===== config.mk =====
export PLATFORM = sky130hd
export DESIGN_NAME = lbp_queue
export DESIGN_NICKNAME = d
export VERILOG_FILES = /design/src/rtl/lbp_pkg.sv /design/src/rtl/lbp_queue.sv
export SDC_FILE = /design/constraint.sdc
export NUM_CORES = 1
export LEC_CHECK = 0
export BUFFER_PORTS_ARGS = -buffer_cell sky130_fd_sc_hd__buf_4
export CORE_MARGIN = 10
export CORE_UTILIZATION = 45
export CTS_CLUSTER_DIAMETER = 30
export DETAILED_ROUTE_END_ITERATION = 8
export GPL_TIMING_DRIVEN = 0
export PLACE_DENSITY = 0.62
export SETUP_SLACK_MARGIN = 0.3
export SLEW_MARGIN = 40
export SYNTH_ARGS = -nofsm -noshare
export SYNTH_HDL_FRONTEND = slang
export SYNTH_SLANG_ARGS = --single-unit

===== constraint.sdc =====
create_clock -name clk_i -period 3.5 [get_ports clk_i]
set_clock_uncertainty 0.05 [all_clocks]
set_input_delay 0.525 -clock clk_i [delete_from_list [all_inputs] [get_ports clk_i]]
set_output_delay 0.525 -clock clk_i [all_outputs]
set_load 0.01 [all_outputs]

===== src/rtl/lbp_pkg.sv =====
package lbp_pkg;

  localparam int unsigned PIX_W     = 8;
  localparam int unsigned LABEL_W   = 6;
  localparam int unsigned POS_W     = 10;
  localparam int unsigned CFG_W     = 11;
  localparam int unsigned CFG_IDX_W = 2;
  localparam int unsigned OUT_W     = 32;

  localparam int unsigned QDEPTH = 4;
  localparam int unsigned QPTR_W = 2;
  localparam int unsigned QCNT_W = 3;

  localparam logic [CFG_W-1:0] MIN_DIM    = 11'd3;
  localparam logic [CFG_W-1:0] MAX_HEIGHT = 11'd1024;

  typedef enum logic [CFG_IDX_W-1:0] {
    REG_UNIFORM_MODE = 2'd0,
    REG_IMAGE_WIDTH  = 2'd1,
    REG_IMAGE_HEIGHT = 2'd2
  } cfg_reg_e;

  typedef struct packed {
    logic [CFG_W-1:0] width;
    logic [CFG_W-1:0] height;
  } lbp_geom_t;

  typedef struct packed {
    logic [PIX_W-1:0] code;
    logic [POS_W-1:0] col;
    logic [POS_W-1:0] row;
    logic             frame_end;
  } lbp_item_t;

endpackage


===== src/rtl/lbp_queue.sv =====
module lbp_queue (
  input  logic                         clk_i,
  input  logic                         rst_ni,
  input  logic                         push_i,
  input  lbp_pkg::lbp_item_t           item_i,
  input  logic                         pop_i,
  output logic                         valid_o,
  output lbp_pkg::lbp_item_t           item_o,
  output logic [lbp_pkg::QCNT_W-1:0]   count_o
);
  import lbp_pkg::*;

  lbp_item_t         fifo_q [QDEPTH];
  logic [QPTR_W-1:0] wptr_q, rptr_q;
  logic [QCNT_W-1:0] cnt_q;
  logic              do_pop;

  assign valid_o = cnt_q != '0;
  assign do_pop  = pop_i && valid_o;
  assign item_o  = fifo_q[rptr_q];
  assign count_o = cnt_q;

  always_ff @(posedge clk_i) begin
    if (push_i) fifo_q[wptr_q] <= item_i;
  end

  always_ff @(posedge clk_i or negedge rst_ni) begin
    if (!rst_ni) begin
      wptr_q <= '0;
      rptr_q <= '0;
      cnt_q  <= '0;
    end else begin
      if (push_i) wptr_q <= wptr_q + 1'b1;
      if (do_pop) rptr_q <= rptr_q + 1'b1;
      cnt_q <= cnt_q + QCNT_W'(push_i) - QCNT_W'(do_pop);
    end
  end

endmodule


**Word-level counts from Yosys, hierarchy flattened**

Memories as Yosys holds them, arrays and structs flattened.
Cells that the tools add are included.

- Flip-flop bits (word level): 7
- Bits in latches: 0
- RAM bits: 116
- Memory bits (read-only): 0
- Bits of input ports: 33
- Output and inout bits: 33
- Logic and storage cells: 12
- Memories kept: 1

Memories:

| memory | words | width | rd ports | clocked after memory_dff | wr ports | RTL line | RTL |
|---|---|---|---|---|---|---|---|
| fifo_q | 4 | 29 | 1 | 0 | 1 | lbp_queue.sv:13 | `lbp_item_t fifo_q [QDEPTH];` |

- Add/sub/neg operators: 4
- Multiply operators: 0
- Divide/modulo/power cells: 0
- Order comparisons: 0
- Equal/unequal tests: 0
- Shift-type cells: 0
- Mux-type cells: 2
- Bitwise operators: 0
- Reductions and logical operators: 2

Operators by type and width:

| operator | number |
|---|---|
| adder 2 x 1 -> 2 bit (second input constant) | 2 |
| adder 3 x 1 -> 3 bit | 1 |
| nonzero test 3 bit | 1 |
| subtractor 3 x 1 -> 3 bit | 1 |
| 2-to-1 mux 1 bit | 2 |
| logical AND 1 bit | 1 |

**Depth between registers and ports, before layout**

- Depth in word-level cells: 3
- Depth in mapped cells: 7
- Mapped depth without buffers: 7

**Worst setup path before layout**

No wires, ideal clock.

- Path kind: flip-flop to flip-flop
- Start: reg cnt_q[1] (netlist: count_o[1])
- End: reg cnt_q[2] (netlist: count_o[2])
- Setup time: 0.123 ns
- Data arrival time: 1.852 ns
- Data required time: 3.327 ns
- Path slack: 1.475 ns
- Stages on the path, launching flop included: 8
- Buffers on the path: 0
- Period minus slack after synthesis: 2.025 ns
- Cell sequence: dfrtp_1 -> o31a_1 -> ha_1 -> inv_1 -> ha_1 -> fa_1 -> xnor2_1 -> xnor2_1

- Cells in the longest elaborated chain, start to end: 3

RTL lines:

| item | RTL line | RTL |
|---|---|---|
| from (decl) | lbp_queue.sv:15 | `logic [QCNT_W-1:0] cnt_q;` |
| from (signal assigned) | lbp_queue.sv:35 | `cnt_q <= cnt_q + QCNT_W'(push_i) - QCNT_W'(do_pop);` |
| nonzero test 3 bit | lbp_queue.sv:18 | `assign valid_o = cnt_q != '0;` |
| logical AND 1 bit | lbp_queue.sv:19 | `assign do_pop = pop_i && valid_o;` |
| net do_pop | lbp_queue.sv:16 | `logic do_pop;` |
| subtractor 3 x 1 -> 3 bit | lbp_queue.sv:35 |  |

The timed path passes the listed nets, and every way through them passes these cells.
A chain may end at the register's enable or synchronous reset.

==> results.sh <==
export IMPL_synthSimpleGateAreaFrac=0.007646
export IMPL_dr_first_iter_drc_count=103
export IMPL_cts_buffers_inserted=17
export IMPL_synth_avg_cell_area_um2=24.77
export IMPL_critPathMaxStageDelay_ns=0.53
export IMPL_fin_cells=420
export IMPL_post_drt_wl_per_cell_um=19.09
export IMPL_clock_root_buffer="clkbuf_8"
export IMPL_postCtsHoldBufs=1
export IMPL_worst_setup_hold_path_clk_slew_ns=0.06
export IMPL_finalWorstSetupSlack_ns=0.9423
export IMPL_cts_root_to_sink_buffers=2
export IMPL_synth_adder_area_share=0.02075
export IMPL_global_route_wire_length_before_repair_um=12990
export IMPL_critical_path_startpoint_type="register"
export IMPL_timing_critical_path_required_ns=2.92
export IMPL_max_clock_freq_ghz=0.3910
export IMPL_vdd_ir_drop_worst_uv=412.9
export IMPL_final_cell_mix="edfxtp_1 (116), buf_4 (65), mux4_2 (28)"
export IMPL_drtPass1Iterations=4
export IMPL_setup_tns_final_ns=0
export IMPL_synth_xor_area_share=0.009558
export IMPL_portBuffers=65
export IMPL_grt_antenna_before_repair=0
export IMPL_vias_in_the_first_global_route=2401
export IMPL_tritoncts="yes"
export IMPL_worst_setup_path_end_kind="output pin"
export IMPL_area_growth_pct=29.16
export IMPL_detail_route_wirelength_met1_um=3202
export IMPL_maximum_capacitance_violations=0
export IMPL_worstPathCellList="clkbuf_1 -> mux4_2 -> buf_4"
export IMPL_slew_violations=0
export IMPL_hp_class="input port to register"
export IMPL_diodes=0
export IMPL_postSynthNetCount=225
export IMPL_hold_slack_ns=0.1648
export IMPL_yosysWarningCount=0
export IMPL_synth_top_cells_by_area="edfxtp_1 (76%), mux4_2 (14%), dfrtp_1 (3.8%)"
export IMPL_top_layer_used="met4"
export IMPL_grt_start_max_net_pins=19
export IMPL_post_synth_top_area_cell="edfxtp_1"
export IMPL_grtUsageTotal=0.1197
export IMPL_post_route_cells_drive_above_1_share=0.4599
export IMPL_die_x_um=120.9
export IMPL_die_height_um=120.9
export IMPL_ant_nets=0
export IMPL_portion_of_the_post_synthesis_area_used_by_sequential_elements=0.7985
export IMPL_design_final_nets=314
export IMPL_static_leakage_power_uw=0.002123
export IMPL_path_max_fanout=10
export IMPL_totalWireLength_um=8017
export IMPL_gp_congestion=0.6569
export IMPL_placement_setup_worst_slack_ns=1.395
export IMPL_clock_sink_count=123
export IMPL_worst_endpoint_arrival_ns=1.98
export IMPL_remaining_global_route_overflow=0
export IMPL_worst_setup_path_type="register to output pin"
export IMPL_effective_utilization_at_floorplan=0.4645
export IMPL_report_final_hold_viol_count=0
export IMPL_transition_time_at_the_pin_with_the_least_slew_margin_ns=0.6812
export IMPL_postSynthRegisterBits=123
export IMPL_placementRows=36
export IMPL_setup_viol=0
export IMPL_cts_resized=0
export IMPL_synth_top_family_by_area="multiplexers"
export IMPL_grt_setup_unrepaired="no"
export IMPL_run_status="finished clean"
export IMPL_met2_length_um=4222
export IMPL_postCtsSetupBuffers=0
export IMPL_clk_latency_ns=0.51
export IMPL_avgViaCountPerCell=5.038
export IMPL_die_area_um2=14620
export IMPL_cts_htree_levels=4
export IMPL_slowest_cell_on_the_critical_path="clkbuf_1"
export IMPL_final_min_period_over_clock_period=0.7308
export IMPL_internal_reg_to_reg_setup_slack_ns=1.41
export IMPL_synth_area_um2=4582
export IMPL_power_per_unit_of_standard_cell_area_nw_per_um2=882.9
export IMPL_drt_drc_violations_left=0
export IMPL_max_slew_margin_rel=0.5458
export IMPL_pin_count=66
export IMPL_yosys_mux_area_fraction=0.1434
export IMPL_synth_top_area_frac=0.7602
export IMPL_dp_hpwl_um=5315
export IMPL_dpl_cell_count=387
export IMPL_post_synth_inst_count=185
export IMPL_routed_wl_met3_um=479
export IMPL_synth_compound_area_frac=0.004915
export IMPL_fin_crit_ns=2.558
export IMPL_core_area_um2=9864
export IMPL_ys_types=18
export IMPL_layout_commonest_cell="edfxtp_1"
export IMPL_routed_via_count=2116
[flip-flops by register name, summed over array words and instances, names as in the netlist]
name and flops:
fifo_q 116, count_o 3, rptr_q 2, wptr_q 2
[cell usage after synthesis]
master and instances:
edfxtp_1 116, mux4_2 28, dfrtp_1 7, ha_1 6, inv_1 6, and2_1 4, buf_6 3, xnor2_1 3
buf_2 2, xor2_1 2, clkbuf_1 1, fa_1 1, mux4_1 1, nand2_1 1, o21ai_0 1, o311ai_0 1
o31a_1 1, or3_1 1
[worst max-delay path: cells and delay by family, from the launching register on]
family | cells | cell delay, ns
buffers and inverters | 2 | 0.69
DFF | 1 | 0.36
muxes | 1 | 0.42
[stage by stage]
| stage | area, um^2 | power [uW] | utilization |
|---|---|---|---|
| floorplan | 4582 | 2948 | - |
| global placement | 5236 | 3589 | 0.5308 |
| detailed placement | 5351 | 3687 | 0.5425 |
| CTS | 5918 | 5329 | 0.5999 |
| global route | 5918 | 5511 | 0.5999 |
| finish | 5918 | 5225 | 0.5999 |
[area by class of cell]
cell class              instances  area, um^2
inverters                       6       22.52
fillers                       701        3946
multi-input cells              50       858.3
repair buffers                 70       608.1
clock buffers                  22       432.9
well taps                     133       166.4
plain buffers                   6       47.55
flip-flops and latches        123        3659
clock inverters                10       123.9
[layer usage]
layer / up-vias / global-route usage
met1: 1089 / 0.1338
met3: 12 / 0.05351
met5: - / 0
met4: 0 / 0.05204
li1: 961 / -
met2: 54 / 0.1942
[report_power, final]
part           leakage (uW)  switching, uW  internal, uW  total (uW)
clock              0.000278            556          1070        1630
combinational      0.000698            733           832        1570
sequential          0.00115           94.7          1940        2030
[final timing paths]
path,startpoint,end,cells past startpoint
setup reg to reg,count_o[1],count_o[2],7
min in group asynchronous,rst_ni,wptr_q[0],2
max in group asynchronous,rst_ni,rptr_q[0],2
setup / recovery,rptr_q[1],item_o[15],3
hold / removal,item_i[5],fifo_q[0][5],1
hold reg to reg,wptr_q[0],wptr_q[0],1
[cell families (layout without fill, tap and decap cells)]
family,count (synthesis),count (layout)
xor+xnor,5,5
flops,123,123
mux,29,29
simple gates,6,6
buf+inv,12,114
fa+ha+maj,7,7
compound gates,3,3
Note: power is estimated with default switching activity, not from simulation.
