==> src/rtl/lbp_pkg.sv <==
package lbp_pkg;

  localparam int unsigned PIX_W     = 8;
  localparam int unsigned LABEL_W   = 6;
  localparam int unsigned POS_W     = 10;
  localparam int unsigned CFG_W     = 11;
  localparam int unsigned CFG_IDX_W = 2;
  localparam int unsigned OUT_W     = 32;

  localparam int unsigned QDEPTH = 4;
  localparam int unsigned QPTR_W = 2;
  localparam int unsigned QCNT_W = 3;

  localparam logic [CFG_W-1:0] MIN_DIM    = 11'd3;
  localparam logic [CFG_W-1:0] MAX_HEIGHT = 11'd1024;

  typedef enum logic [CFG_IDX_W-1:0] {
    REG_UNIFORM_MODE = 2'd0,
    REG_IMAGE_WIDTH  = 2'd1,
    REG_IMAGE_HEIGHT = 2'd2
  } cfg_reg_e;

  typedef struct packed {
    logic [CFG_W-1:0] width;
    logic [CFG_W-1:0] height;
  } lbp_geom_t;

  typedef struct packed {
    logic [PIX_W-1:0] code;
    logic [POS_W-1:0] col;
    logic [POS_W-1:0] row;
    logic             frame_end;
  } lbp_item_t;

endpackage

==> src/rtl/lbp_back.sv <==
module lbp_back (
  input  logic                          clk_i,
  input  logic                          rst_ni,
  input  logic                          uniform_mode_i,
  input  logic                          q_valid_i,
  input  lbp_pkg::lbp_item_t            item_i,
  output logic                          pop_o,
  output logic                          m_axis_tvalid,
  input  logic                          m_axis_tready,
  output logic [lbp_pkg::LABEL_W-1:0]   label_o,
  output logic [lbp_pkg::POS_W-1:0]     col_o,
  output logic [lbp_pkg::POS_W-1:0]     row_o,
  output logic                          m_axis_tlast
);
  import lbp_pkg::*;

  localparam logic [LABEL_W-1:0] DEF_UNIFORM = 6'd9;
  localparam logic [LABEL_W-1:0] DEF_OTHER   = 6'd36;

  function automatic logic [PIX_W-1:0] strip_tz(input logic [PIX_W-1:0] c);
    logic [PIX_W-1:0] v;
    v = c;
    if (v != '0) begin
      for (int i = 0; i < PIX_W; i++) begin
        if (!v[0]) v = v >> 1;
      end
    end
    return v;
  endfunction

  function automatic logic [LABEL_W:0] label_rom(input logic [PIX_W-1:0] c);
    logic [LABEL_W:0] e;
    e = '0;
    case (c)
      8'hff:   e = {1'b1, 6'd0};
      8'h7f:   e = {1'b1, 6'd1};
      8'h3f:   e = {1'b1, 6'd2};
      8'h1f:   e = {1'b1, 6'd3};
      8'h0f:   e = {1'b1, 6'd4};
      8'h07:   e = {1'b1, 6'd5};
      8'h03:   e = {1'b1, 6'd6};
      8'h01:   e = {1'b1, 6'd7};
      8'h00:   e = {1'b1, 6'd8};
      8'h5f:   e = {1'b1, 6'd9};
      8'h6f:   e = {1'b1, 6'd10};
      8'h77:   e = {1'b1, 6'd11};
      8'h2f:   e = {1'b1, 6'd12};
      8'h4f:   e = {1'b1, 6'd13};
      8'h37:   e = {1'b1, 6'd14};
      8'h57:   e = {1'b1, 6'd15};
      8'h67:   e = {1'b1, 6'd16};
      8'h5b:   e = {1'b1, 6'd17};
      8'h17:   e = {1'b1, 6'd18};
      8'h27:   e = {1'b1, 6'd19};
      8'h47:   e = {1'b1, 6'd20};
      8'h1b:   e = {1'b1, 6'd21};
      8'h2b:   e = {1'b1, 6'd22};
      8'h4b:   e = {1'b1, 6'd23};
      8'h33:   e = {1'b1, 6'd24};
      8'h53:   e = {1'b1, 6'd25};
      8'h55:   e = {1'b1, 6'd26};
      8'h0b:   e = {1'b1, 6'd27};
      8'h13:   e = {1'b1, 6'd28};
      8'h23:   e = {1'b1, 6'd29};
      8'h43:   e = {1'b1, 6'd30};
      8'h15:   e = {1'b1, 6'd31};
      8'h25:   e = {1'b1, 6'd32};
      8'h05:   e = {1'b1, 6'd33};
      8'h09:   e = {1'b1, 6'd34};
      8'h11:   e = {1'b1, 6'd35};
      default: e = '0;
    endcase
    return e;
  endfunction

  logic             valid_q;
  logic [LABEL_W:0] rom_e;
  logic [LABEL_W-1:0] label_d;

  assign pop_o = q_valid_i && (!valid_q || m_axis_tready);
  assign rom_e = label_rom(strip_tz(item_i.code));
  assign label_d = rom_e[LABEL_W] ? rom_e[LABEL_W-1:0]
                 : (uniform_mode_i ? DEF_UNIFORM : DEF_OTHER);

  always_ff @(posedge clk_i or negedge rst_ni) begin
    if (!rst_ni) begin
      valid_q <= 1'b0;
    end else if (pop_o) begin
      valid_q <= 1'b1;
    end else if (m_axis_tready) begin
      valid_q <= 1'b0;
    end
  end

  always_ff @(posedge clk_i) begin
    if (pop_o) begin
      label_o      <= label_d;
      col_o        <= item_i.col;
      row_o        <= item_i.row;
      m_axis_tlast <= item_i.frame_end;
    end
  end

  assign m_axis_tvalid = valid_q;

endmodule

==> config.mk <==
export PLATFORM = sky130hd
export DESIGN_NAME = lbp_back
export DESIGN_NICKNAME = d
export VERILOG_FILES = /design/src/rtl/lbp_pkg.sv /design/src/rtl/lbp_back.sv
export SDC_FILE = /design/constraint.sdc
export NUM_CORES = 1
export LEC_CHECK = 0
export ABC_AREA = 1
export BUFFER_PORTS_ARGS = -buffer_cell sky130_fd_sc_hd__buf_2
export CORE_MARGIN = 1.5
export CORE_UTILIZATION = 35
export CTS_BUF_LIST = sky130_fd_sc_hd__clkbuf_8
export CTS_CLUSTER_SIZE = 12
export DETAILED_ROUTE_END_ITERATION = 10
export PLACE_DENSITY = 0.69
export SLEW_MARGIN = 15
export SYNTH_ARGS = -nofsm -noshare
export SYNTH_HDL_FRONTEND = slang
export SYNTH_SLANG_ARGS = --single-unit
==> constraint.sdc <==
create_clock -name clk_i -period 2.5 [get_ports clk_i]
set_clock_uncertainty 0.1 [all_clocks]
set_input_delay 0.375 -clock clk_i [delete_from_list [all_inputs] [get_ports clk_i]]
set_output_delay 0.375 -clock clk_i [all_outputs]
set_load 0.03 [all_outputs]
[Word-level counts from Yosys, hierarchy flattened]
Index checks and enable logic that the tools add are counted.
Operators by class
  eq/ne operators: 35
  muxes and demuxes: 21
  reductions and logical operators: 6
Operators by type and width (number)
  7-bit case mux with 36 select lines: 1
  8-bit two-way mux: 16
  8-bit by 7-bit equality test with 1-bit output (second input constant): 13
  8-bit by 6-bit equality test with 1-bit output (second input constant): 8
  8-bit by 5-bit equality test with 1-bit output (second input constant): 6
  8-bit by 4-bit equality test with 1-bit output (second input constant): 3
  8-bit by 3-bit equality test with 1-bit output (second input constant): 2
  6-bit two-way mux: 2
  8-bit by 1-bit equality test with 1-bit output (second input constant): 1
  8-bit by 2-bit equality test with 1-bit output (second input constant): 1
  8-bit equality test (second input constant): 1
  8-bit logical NOT: 1
  8-bit nonzero test: 1
  1-bit two-way mux: 2
  2-bit nonzero test: 1
  1-bit logical AND: 1
  1-bit logical NOT: 1
  1-bit logical OR: 1
Word-level totals
  flip-flop bits (word level): 28
  input port bits: 34
  output and inout port bits: 29
  word-level logic and storage cells: 67

[Depth between registers and ports, before layout]
Gate-level depths: netlist of the first run.
  word-level depth: 19
  mapped depth: 18
  depth with buffers taken out: 17

[Worst setup path before layout of the first run]
Ideal clock, no wire load.
  kind: register to register
  start: register valid_q, in the netlist m_axis_tvalid
  end: register col_o[0] (netlist bit) (enable)
  setup time: 441 ps
  data arrival time: 2329 ps
  required time: 1959 ps
  path slack: -370 ps
  stages on the path, launching flop included: 2
  path buffers: 0
  period minus slack after synthesis: 2870 ps
  cell sequence: dfrtp_1 a21oi_1
On the way
  cells in the longest elaborated chain, start to end: 3
Ends and longest elaborated chain
  start, declared: RTL line lbp_back.sv:76  | logic valid_q;
  start signal, assigned: RTL line lbp_back.sv:87  | valid_q <= 1'b0;
  start signal, assigned: RTL line lbp_back.sv:89  | valid_q <= 1'b1;
  start signal, assigned: RTL line lbp_back.sv:91  | valid_q <= 1'b0;
  1-bit logical NOT: RTL line lbp_back.sv:80  | assign pop_o = q_valid_i && (!valid_q || m_axis_tready);
  1-bit logical OR: RTL line lbp_back.sv:80
  1-bit logical AND: RTL line lbp_back.sv:80
  via pop_o: RTL line lbp_back.sv:7  | output logic pop_o,
  end signal, assigned: RTL line lbp_back.sv:98  | col_o <= item_i.col;
  end, declared: RTL line lbp_back.sv:11  | output logic [lbp_pkg::POS_W-1:0] col_o,
The timed path passes the listed nets, and every way through them passes these cells.
A chain may end at the register's enable or synchronous reset.

[Final worst setup path of the first run]
  start: input port item_i[21] (netlist bit)
  end: register label_o[5] (netlist bit) (data pin)
On the way
  cells in the longest elaborated chain, start to end: 19
  elaborated cells between the ends (all ways): 55
  classes of those cells: eq/ne: 35; mux: 18; reduce/logical: 2
Ends and longest elaborated chain
  start, declared: RTL line lbp_back.sv:6  | input lbp_pkg::lbp_item_t item_i,
  8-bit two-way mux: RTL line lbp_back.sv:25  | if (!v[0]) v = v >> 1;
  8-bit two-way mux: RTL line lbp_back.sv:23  | if (v != '0) begin
  8-bit two-way mux: RTL line lbp_back.sv:25
  8-bit two-way mux: RTL line lbp_back.sv:23
  8-bit two-way mux: RTL line lbp_back.sv:25
  8-bit two-way mux: RTL line lbp_back.sv:23
  8-bit two-way mux: RTL line lbp_back.sv:25
  8-bit two-way mux: RTL line lbp_back.sv:23
  [4 not listed]
  8-bit two-way mux: RTL line lbp_back.sv:25
  8-bit two-way mux: RTL line lbp_back.sv:23
  8-bit two-way mux: RTL line lbp_back.sv:25
  8-bit two-way mux *: RTL line lbp_back.sv:23
  8-bit by 5-bit equality test with 1-bit output (tied with other cells): RTL line lbp_back.sv:34  | case (c)
  7-bit case mux with 36 select lines *: RTL line lbp_back.sv:34
  6-bit two-way mux *: RTL line lbp_back.sv:82  | assign label_d = rom_e[LABEL_W] ? rom_e[LABEL_W-1:0]
  via label_d[5]: RTL line lbp_back.sv:78  | logic [LABEL_W-1:0] label_d;
  end signal, assigned: RTL line lbp_back.sv:97  | label_o <= label_d;
  end, declared: RTL line lbp_back.sv:10  | output logic [lbp_pkg::LABEL_W-1:0] label_o,
Mark *: on every way through the listed nets, which the timed path passes. The rest lies on a longest branch. The select of a mux whose other input is x is not followed.

==> flow_metrics.py, run 1 <==
metrics = {
    "outcome": {
        "run_status": "finished, final reports clean",
    },
    "clock_tree": {
        "cts_sinks": 28,
        "cts.htree.levels": 1,
        "cts_tree": "yes",
        "path_clk_slew_ns": 0.08,
        "clock_latency_ns": 0.26,
        "cts_root_buffer": "clkbuf_8",
        "clockBufferDepth": 2,
        "cts_buffers": 3,
        "cts_setup_buffers": 0,
    },
    "synthesis": {
        "synth-simple-area-share_pct": 43.39,
        "ys_ff_latch": 28,
        "ys_top_cells_by_area": "edfxtp_1 43%, nand2_1 11%, nand3_1 7.1%, inv_1 5.2%, nor2_1 4.2%",
        "syn_area_mm2": 0.001894,
        "yosys.area.top_type": "edfxtp_1",
        "synth_mux_area_share_pct": 0,
        "seq_area_frac_synth_pct": 44.12,
        "synth_nets": 268,
        "synth_xor_area_share_pct": 0,
        "synth_compound_area_share_pct": 4.954,
        "yosysTopAreaCellShare_pct": 42.80,
        "synth_cells": 234,
        "synth_cell_type_count": 27,
        "synthAdderAreaFrac_pct": 0,
        "synth.avg_cell_area_um2": 8.095,
        "synth_top_family_by_area": "simple AND/OR/NAND/NOR gates",
        "yosys_warnings": 0,
    },
    "setup_path": {
        "arrival_ns": 2.21,
        "cpLargestDelayFamily": "simple AND/OR/NAND/NOR gates",
        "cp.required_ns": 2.42,
        "path_cells": "buf_2 -> nor2_4 -> buf_4 -> nand2_4 -> nand3_1 -> nand3_1 -> nand2_1 -> nand3_1 -> nor2_1 -> nand2_1 -> nand2_1 -> nor2_1 -> nand2_1 -> nor2_4 -> nand3_1 -> nand2_1",
        "slowest_stage": "nor2_1",
        "crit_type": "primary input to flip-flop",
        "critPathCaptureType": "flip-flop",
        "critPathMaxFanout": 7,
        "slowest_delay_ns": 0.22,
        "crit_buf_inv": 2,
        "crit_top_cell": "nand2_1",
        "critPathLaunchType": "primary input",
    },
    "drt": {
        "drt_wl_total_um": 4188,
        "ant_nets": 0,
        "first_pass_iters": 4,
        "vias": 1816,
        "drt_iter0_markers": 86,
        "post-route-drc-count": 0,
        "vias_per_cell": 4.586,
        "wl_per_cell_um": 10.58,
    },
    "timing": {
        "finalSetupTns_ns": 0,
        "finalWorstPathRequiredPeriod_ns": 2.291,
        "grt_setup_unrepaired": "true",
        "finalCritPeriodShare_pct": 91.65,
        "tightest_slew_ns": 0.3077,
        "max_slew_margin_pct": 79.33,
        "drv_slew": 0,
        "hold_violations": 0,
        "setup_viol_count_final": 0,
        "fmax_mhz": 436.5,
    },
    "global_route": {
        "antenna_found_initial": 0,
        "grt_pass1_wl_um": 7265,
        "grt_max_degree": 29,
        "grt_usage_pct": 15.10,
        "grt_overflow": 0,
        "first_global_vias": 1703,
    },
    "layout": {
        "nNetsFinal": 361,
        "layout_common_cells": "62 x buf_2, 58 x nand2_1, 27 x edfxtp_1",
        "antenna_cells": 0,
        "synthToLayoutAreaGrowth_pct": 36.13,
        "final_layout_size_suffix_gt1_share_pct": 42.33,
        "layout_commonest_cell": "buf_2",
        "final_cell_area_mm2": 0.002579,
        "num-fill-cells": 481,
    },
    "floorplan": {
        "initial_utilization_pct": 36.62,
        "coreArea_mm2": 0.005172,
        "rows": 26,
        "die_w_um": 76.57,
        "die_area_mm2": 0.005863,
        "ios": 63,
        "dieHeight_um": 76.57,
    },
    "power": {
        "power_density_mw_per_mm2": 474.0,
        "ir_drop_mv": 0.2300,
        "p_leak_nw": 1.316,
    },
    "placed_design": {
        "portBuffers": 62,
        "place.gp.congestion": 0.9074,
        "place_hpwl_um": 3654,
        "dpl_cell_area_mm2": 0.002492,
    },
    "hold_path": {
        "hold_class": "primary input to flip-flop",
    },
    "run": {
        "maxCapViolations": 0,
    },
}
metrics by stage:
step                setup WS, ns  total power, mW  hold slack (ns)  utilization (%)  cells
finish                    0.2089            1.222           0.1896            49.85    396
global route           -0.005810            1.290           0.1784            49.85    396
CTS                       0.1470            1.227           0.1847            49.44    396
detailed placement       -0.1278           0.9766          0.05261            48.19    391
global placement         -0.1048           0.9715          0.05088            48.19    391
floorplan                 0.3209           0.8407         -0.02059                -    234
registers in the layout, indices dropped and copies added (netlist names):
name / cells
m_axis_tlast: 1
m_axis_tvalid: 1
col_o: 10
row_o: 10
label_o: 6
timing repair:
item,in CTS,in global routing
endpoints found under the hold margin,1,0
setup endpoints to repair,0,5
hold buffers,1,0
gates resized for setup,0,6
worst paths after layout:
path,cells after the start,start,to,slack [ns]
max in group asynchronous,2,rst_ni,m_axis_tvalid$_DFFE_PN0P_,1.91
worst min register to register,2,m_axis_tvalid$_DFFE_PN0P_,m_axis_tvalid$_DFFE_PN0P_,0.43
worst max-delay path,16,item_i[21],label_o[5]$_DFFE_PP_,0.21
min in group asynchronous,2,rst_ni,m_axis_tvalid$_DFFE_PN0P_,0.31
worst max register to register,2,m_axis_tvalid$_DFFE_PN0P_,row_o[5]$_DFFE_PP_,1.21
worst min-delay path,1,item_i[15],col_o[4]$_DFFE_PP_,0.19
cells in the mapped netlist:
cell,count
buf_4,1
edfxtp_1,27
o21ai_4,1
clkinv_1,1
nor3_2,2
nor2_8,1
nand3_2,5
a211oi_1,1
nand2_1,58
nor2_4,4
nand3b_1,2
nand2_2,10
nand2_4,3
o21ai_1,2
a21oi_1,6
inv_2,6
nor2_1,21
nand3_4,1
dfrtp_1,1
inv_1,26
nand4_1,7
nor2_2,9
nand3_1,27
and2_1,1
nor3_1,4
buf_6,1
o21ai_0,6
area by class of cell:
cell class / count / area, µm² / area share (%)
Clock buffer: 4 / 55.05 / 2.135
Sequential cell: 28 / 835.8 / 32.41
Multi-Input combinational cell: 171 / 938.4 / 36.39
Tap cell: 70 / 87.58 / 3.396
Inverter: 33 / 126.4 / 4.901
Timing Repair Buffer: 90 / 535.5 / 20.77
kinds of logic (layout without fill, tap and decap cells):
family / Yosys count / after routing
AND/OR/NAND/NOR: 155 / 155
buffers and inverters: 35 / 127
flip-flops: 28 / 28
AO/OA/AOI/OAI: 16 / 16
report_power, final:
group / switching, mW / internal (mW)
sequential: 0.00783 / 0.559
combinational: 0.261 / 0.143
clock: 0.111 / 0.140
per-layer routing:
metal | up-vias | GRT usage (%) | routed length (µm)
li1 | 957 | - | -
met1 | 765 | 19.55 | 1913
met2 | 85 | 25.98 | 1903
met3 | 9 | 2.036 | 298
met4 | 0 | 4.815 | 72
met5 | - | 0 | 0
No activity file was read; power rests on OpenSTA's default activity.
==> inputs of run 2 (changes only) <==
Settings changed: CORE_UTILIZATION 35 to 52, PLACE_DENSITY 0.69 to 0.92.
==> flow_metrics.py, run 2 (synthesized netlist as in run 1, its figures left out) <==
metrics = {
    "placed_design": {
        "place_hpwl_um": 3894,
        "preCtsSetupSlack_ns": -0.06515,
        "portBuffers": 62,
        "place.gp.congestion": 0.9754,
    },
    "drt": {
        "post-route-drc-count": 0,
        "vias": 1898,
        "wl_per_cell_um": 13.11,
        "drt_wl_total_um": 4706,
        "ant_nets": 0,
        "drt_iter0_markers": 141,
        "vias_per_cell": 5.287,
        "first_pass_iters": 4,
    },
    "clock_tree": {
        "cts_buffers": 3,
        "cts_setup_buffers": 0,
        "path_clk_slew_ns": 0.09,
        "clock_latency_ns": 0.27,
        "cts_root_buffer": "clkbuf_8",
        "cts.htree.levels": 1,
        "clockBufferDepth": 2,
        "cts_sinks": 28,
        "cts_tree": "yes",
    },
    "layout": {
        "antenna_cells": 0,
        "nNetsFinal": 348,
        "largest_registers": "col_o: 10 flops, row_o: 10 flops, label_o: 6 flops",
        "synthToLayoutAreaGrowth_pct": 29.66,
        "layout_commonest_cell": "buf_2",
        "layout_common_cells": "62 x buf_2, 58 x nand2_1, 27 x nand3_1, 27 x edfxtp_1, 26 x inv_1",
        "num-fill-cells": 265,
        "final_layout_size_suffix_gt1_share_pct": 39.30,
    },
    "setup_path": {
        "crit_type": "primary input to flip-flop",
        "cpLargestDelayFamily": "simple AND/OR/NAND/NOR gates",
        "critPathLaunchType": "primary input",
        "critPathCaptureType": "flip-flop",
        "critPathMaxFanout": 9,
        "slowest_delay_ns": 0.18,
        "crit_top_cell": "nand2_1",
        "arrival_ns": 2.22,
        "cp.required_ns": 2.43,
        "crit_buf_inv": 2,
        "slowest_stage": "nand3_1",
        "path_cells": "buf_2 -> nor2_4 -> buf_12 -> nand3_1 -> nand2_2 -> nand3_1 -> nand2_4 -> nand2_2 -> nor2_1 -> nand2_1 -> nand2_1 -> nor2_2 -> nand2_1 -> nor2_1 -> nand3_1 -> nand2_1",
    },
    "floorplan": {
        "initial_utilization_pct": 55.46,
        "coreArea_mm2": 0.003416,
        "ios": 63,
        "rows": 21,
        "die_w_um": 63.36,
        "dieHeight_um": 63.36,
        "die_area_mm2": 0.004014,
    },
    "global_route": {
        "grt_usage_pct": 24.33,
        "grt_max_degree": 29,
        "grt_pass1_wl_um": 7652,
        "grt_overflow": 0,
        "first_global_vias": 1767,
        "antenna_found_initial": 0,
    },
    "outcome": {
        "run_status": "finished, final reports clean",
    },
    "timing": {
        "hold_violations": 0,
        "drv_slew": 0,
        "finalCritPeriodShare_pct": 91.43,
        "layout_setup_ws_ns": 0.2142,
        "setup_viol_count_final": 0,
        "tightest_slew_ns": 0.3259,
        "fmax_mhz": 437.5,
        "max_slew_margin_pct": 78.27,
        "finalWorstPathRequiredPeriod_ns": 2.286,
    },
    "run": {
        "maxCapViolations": 0,
    },
    "power": {
        "finalPower_mw": 1.306,
        "power_density_mw_per_mm2": 531.8,
        "p_leak_nw": 1.259,
        "ir_drop_mv": 0.2545,
    },
    "hold_path": {
        "hold_class": "primary input to flip-flop",
    },
}
==> run 2: cell types whose count changed in the layout (fill, tap and decap cells not counted), sizes merged <==
cell | before | now
buf | 89 | 76
bufinv | 0 | 1
clkbuf | 4 | 3
==> run 2: area by class of cell <==
type / instances / area (µm²) / share of cell area [%]
Sequential cell: 28 / 835.8 / 34.03
Clock buffer: 3 / 41.29 / 1.681
Inverter: 33 / 123.9 / 5.043
Clock inverter: 1 / 30.03 / 1.223
Tap cell: 46 / 57.56 / 2.343
Timing Repair Buffer: 77 / 437.9 / 17.83
Multi-Input combinational cell: 171 / 929.6 / 37.85
==> run 2: routing by layer <==
layer	global-route usage (%)	vias up	routed length (µm)
met5	0	-	0
met2	41.71	103	2245
met4	10.87	0	103
met1	31.59	856	2005
li1	-	929	-
met3	1.607	10	352
==> run 2: repair_timing <==
action | 4_1_cts | 5_1_grt
hold endpoints to repair | 1 | 0
resized for setup | 0 | 2
hold buffers | 1 | 0
setup endpoints to repair | 0 | 4
==> run 2: final timing paths <==
check	slack [ns]	startpoint	endpoint	depth (start not counted)
min	0.17	item_i[0]	m_axis_tlast$_DFFE_PP_	1
min reg2reg	0.47	m_axis_tvalid$_DFFE_PN0P_	m_axis_tvalid$_DFFE_PN0P_	2
min in group asynchronous	0.36	rst_ni	m_axis_tvalid$_DFFE_PN0P_	2
max reg2reg	1.11	m_axis_tvalid$_DFFE_PN0P_	row_o[6]$_DFFE_PP_	2
max in group asynchronous	1.86	rst_ni	m_axis_tvalid$_DFFE_PN0P_	2
max	0.21	item_i[21]	label_o[3]$_DFFE_PP_	16
==> run 2: metrics by stage <==
| stage | instances | hold slack, ns | TNS, ns | utilization (%) | cell area (µm²) |
|---|---|---|---|---|---|
| floorplan | 234 | -0.02059 | 0 | - | 1898 |
| global placement | 354 | 0.04985 | -0.09678 | 69.23 | 2365 |
| detailed placement | 354 | 0.05106 | -0.2330 | 69.23 | 2365 |
| CTS | 359 | 0.1705 | 0 | 71.61 | 2446 |
| global route | 359 | 0.1625 | -0.04360 | 71.90 | 2456 |
| finish | 359 | 0.1727 | 0 | 71.90 | 2456 |
==> run 2: where the power goes <==
part,internal [mW],switching (mW)
Clock,0.214,0.128
Sequential,0.559,0.00992
Combinational,0.130,0.265
Total,0.904,0.402
==> inputs of run 3 (changes only) <==
Settings changed: ABC_AREA 1 to default, REMOVE_ABC_BUFFERS from default to 1.
==> flow_metrics.py, run 3 <==
metrics = {
    "outcome": {
        "run_status": "finished with violations",
        "failed_checks": "negative setup slack",
    },
    "setup_path": {
        "slowest_stage": "a2111oi_4",
        "cp.required_ns": 2.43,
        "crit_buf_inv": 2,
        "reg2regPathDepth": 3,
        "critPathLaunchType": "primary input",
        "path_cells": "buf_4 -> buf_6 -> nand2_1 -> a32oi_1 -> a21oi_1 -> a2111oi_4 -> o32ai_2 -> a211oi_2 -> nand4b_1 -> o21a_1",
        "r2r-end": "col_o[7]$_DFFE_PP_",
        "critPathMaxFanout": 8,
        "reg2reg_from": "m_axis_tvalid$_DFFE_PN0P_",
        "slowest_delay_ns": 0.45,
        "crit_type": "primary input to flip-flop",
        "arrival_ns": 2.55,
        "cpLargestDelayFamily": "compound AO/OA/AOI/OAI gates",
        "r2r_slack_ns": 0.86,
        "critPathCaptureType": "flip-flop",
    },
    "power": {
        "finalPower_mw": 1.458,
        "ir_drop_mv": 0.2539,
        "p_leak_nw": 1.253,
        "power_density_mw_per_mm2": 501.1,
    },
    "timing": {
        "max_slew_margin_pct": 70.02,
        "fmax_mhz": 382.4,
        "finalSetupTns_ns": -0.2132,
        "setup_viol_count_final": 3,
        "hold_violations": 0,
        "layout_setup_ws_ns": -0.1150,
        "finalCritPeriodShare_pct": 104.6,
        "finalWorstPathRequiredPeriod_ns": 2.615,
        "tightest_slew_ns": 0.4497,
        "drv_slew": 0,
    },
    "floorplan": {
        "die_area_mm2": 0.004001,
        "coreArea_mm2": 0.003416,
        "initial_utilization_pct": 55.27,
        "ios": 63,
        "dieHeight_um": 63.26,
        "die_w_um": 63.26,
        "rows": 21,
    },
    "clock_tree": {
        "cts_tree": "yes",
        "clock_latency_ns": 0.28,
        "cts_sinks": 28,
        "clockBufferDepth": 2,
        "cts_root_buffer": "clkbuf_8",
        "cts.htree.levels": 1,
        "cts_buffers": 3,
        "path_clk_slew_ns": 0.09,
    },
    "synthesis": {
        "synth-edff-count": 27,
        "synth_cell_type_count": 52,
        "yosys.area.top_type": "edfxtp_1",
        "synth.avg_cell_area_um2": 9.536,
        "syn_area_mm2": 0.001888,
        "synth_ff_type": "edfxtp_1",
        "synth_async_sr_flop_share_pct": 3.571,
        "yosysTopAreaCellShare_pct": 42.94,
        "yosys_warnings": 0,
        "synth_cells": 198,
        "ys_ff_latch": 28,
        "ys_top_cells_by_area": "edfxtp_1 43%, nand2_1 4.2%, a21oi_1 3.2%, nand2b_1 3.0%, buf_2 2.7%",
        "seq_area_frac_synth_pct": 44.27,
        "synth_commonest_cells": "27 x edfxtp_1, 21 x nand2_1, 12 x a21oi_1",
        "synth.most_common_cell": "edfxtp_1",
    },
    "drt": {
        "drt_iter0_markers": 182,
        "first_pass_iters": 5,
        "drt_wl_total_um": 7698,
        "vias_per_cell": 6.514,
        "wl_per_cell_um": 21.27,
        "vias": 2358,
        "post-route-drc-count": 0,
        "ant_nets": 0,
    },
    "layout": {
        "num-fill-cells": 170,
        "antenna_cells": 0,
        "fin_util_pct": 85.20,
        "largest_registers": "col_o: 10 flops, row_o: 10 flops, label_o: 6 flops",
        "fin_cells": 362,
        "layout_commonest_cell": "buf_4",
        "final_layout_size_suffix_gt1_share_pct": 51.58,
        "nNetsFinal": 351,
        "layout_common_cells": "65 x buf_4, 58 x buf_2, 27 x edfxtp_1",
        "synthToLayoutAreaGrowth_pct": 54.14,
    },
    "hold_path": {
        "holdPathEnd": "row_o[5]$_DFFE_PP_",
        "hold_class": "primary input to flip-flop",
        "min_path_cells": 1,
        "hp-start": "item_i[6]",
    },
    "global_route": {
        "first_global_vias": 2094,
        "antenna_found_initial": 0,
        "grt_usage_pct": 31.79,
        "grt_pass1_wl_um": 9818,
        "grt_overflow": 0,
        "grt_max_degree": 22,
    },
    "placed_design": {
        "place_hpwl_um": 4857,
        "place.gp.congestion": 1.156,
        "portBuffers": 62,
        "preCtsSetupSlack_ns": -0.2937,
        "dpl.cell_count": 347,
    },
    "run": {
        "maxCapViolations": 0,
    },
}
[run 3: cell count changes after synthesis, sizes merged, moves of 5 or more]
cell / delta
nand2: -50
nand2b: +9
nand4: -7
nor2: -24
nand3: -27
a211oi: +5
buf: +12
or2: +5
inv: -26
a21oi: +7
nor2b: +7
[run 3: metal layers]
metal | up-vias | track usage [%] | routed length [µm]
met5 | - | 0 | 0
met4 | 0 | 19.84 | 706
met3 | 84 | 2.500 | 678
met2 | 209 | 61.44 | 3800
met1 | 1068 | 32.71 | 2513
li1 | 997 | - | -
[run 3: cell type report]
type / instances / area (µm²) / area share, %
Tap cell: 46 / 57.56 / 1.978
Multi-Input combinational cell: 150 / 1085 / 37.27
Clock buffer: 3 / 41.29 / 1.419
Sequential cell: 28 / 835.8 / 28.72
Clock inverter: 1 / 30.03 / 1.032
Inverter: 6 / 22.52 / 0.7739
Timing Repair Buffer: 128 / 838.3 / 28.80
[run 3: worst max-delay path by stage]
stage	slack, ns	startpoint	endpoint	depth (start not counted)
4_1_cts	-0.0008	item_i[22]	label_o[0]$_DFFE_PP_	10
3_5_place_dp	-0.29	item_i[27]	label_o[0]$_DFFE_PP_	9
2_1_floorplan	-0.14	item_i[27]	label_o[3]$_DFFE_PP_	8
5_1_grt	-0.21	item_i[22]	label_o[0]$_DFFE_PP_	10
3_3_place_gp	-0.22	item_i[22]	label_o[0]$_DFFE_PP_	10
6_report	-0.11	item_i[22]	label_o[0]$_DFFE_PP_	10
[run 3: cells by family (layout without fill, tap and decap cells)]
logic type / after synthesis / after routing / synth area share (%)
buffers and inverters: 20 / 138 / 5.235
muxes: 2 / 2 / 1.060
DFF: 28 / 28 / 44.27
and+or+nand+nor: 85 / 85 / 24.65
AOI/OAI and AO/OA: 61 / 61 / 23.86
xor gates and xnor gates: 2 / 2 / 0.9279
[run 3: report_power, final]
part           internal, mW  switching, mW  total, mW  leakage (nW)
sequential            0.557        0.00979      0.567         0.269
clock                 0.214          0.134      0.348        0.0357
combinational         0.226          0.317      0.543         0.948
[run 3: metrics by stage]
step	hold slack [ns]	cell area, µm²
floorplan	-0.02059	1812
global placement	0.04957	2605
detailed placement	0.05524	2605
CTS	0.1661	2689
global route	0.1575	2910
finish	0.1671	2910
[run 3: what timing repair did]
action / 4_1_cts / 5_1_grt
setup endpoints to repair: 3 / 4
hold buffers: 1 / 0
buffers inserted: 0 / 10
gates resized for setup: 1 / 34
pin swaps: 2 / 16
endpoints found under the hold margin: 1 / 0
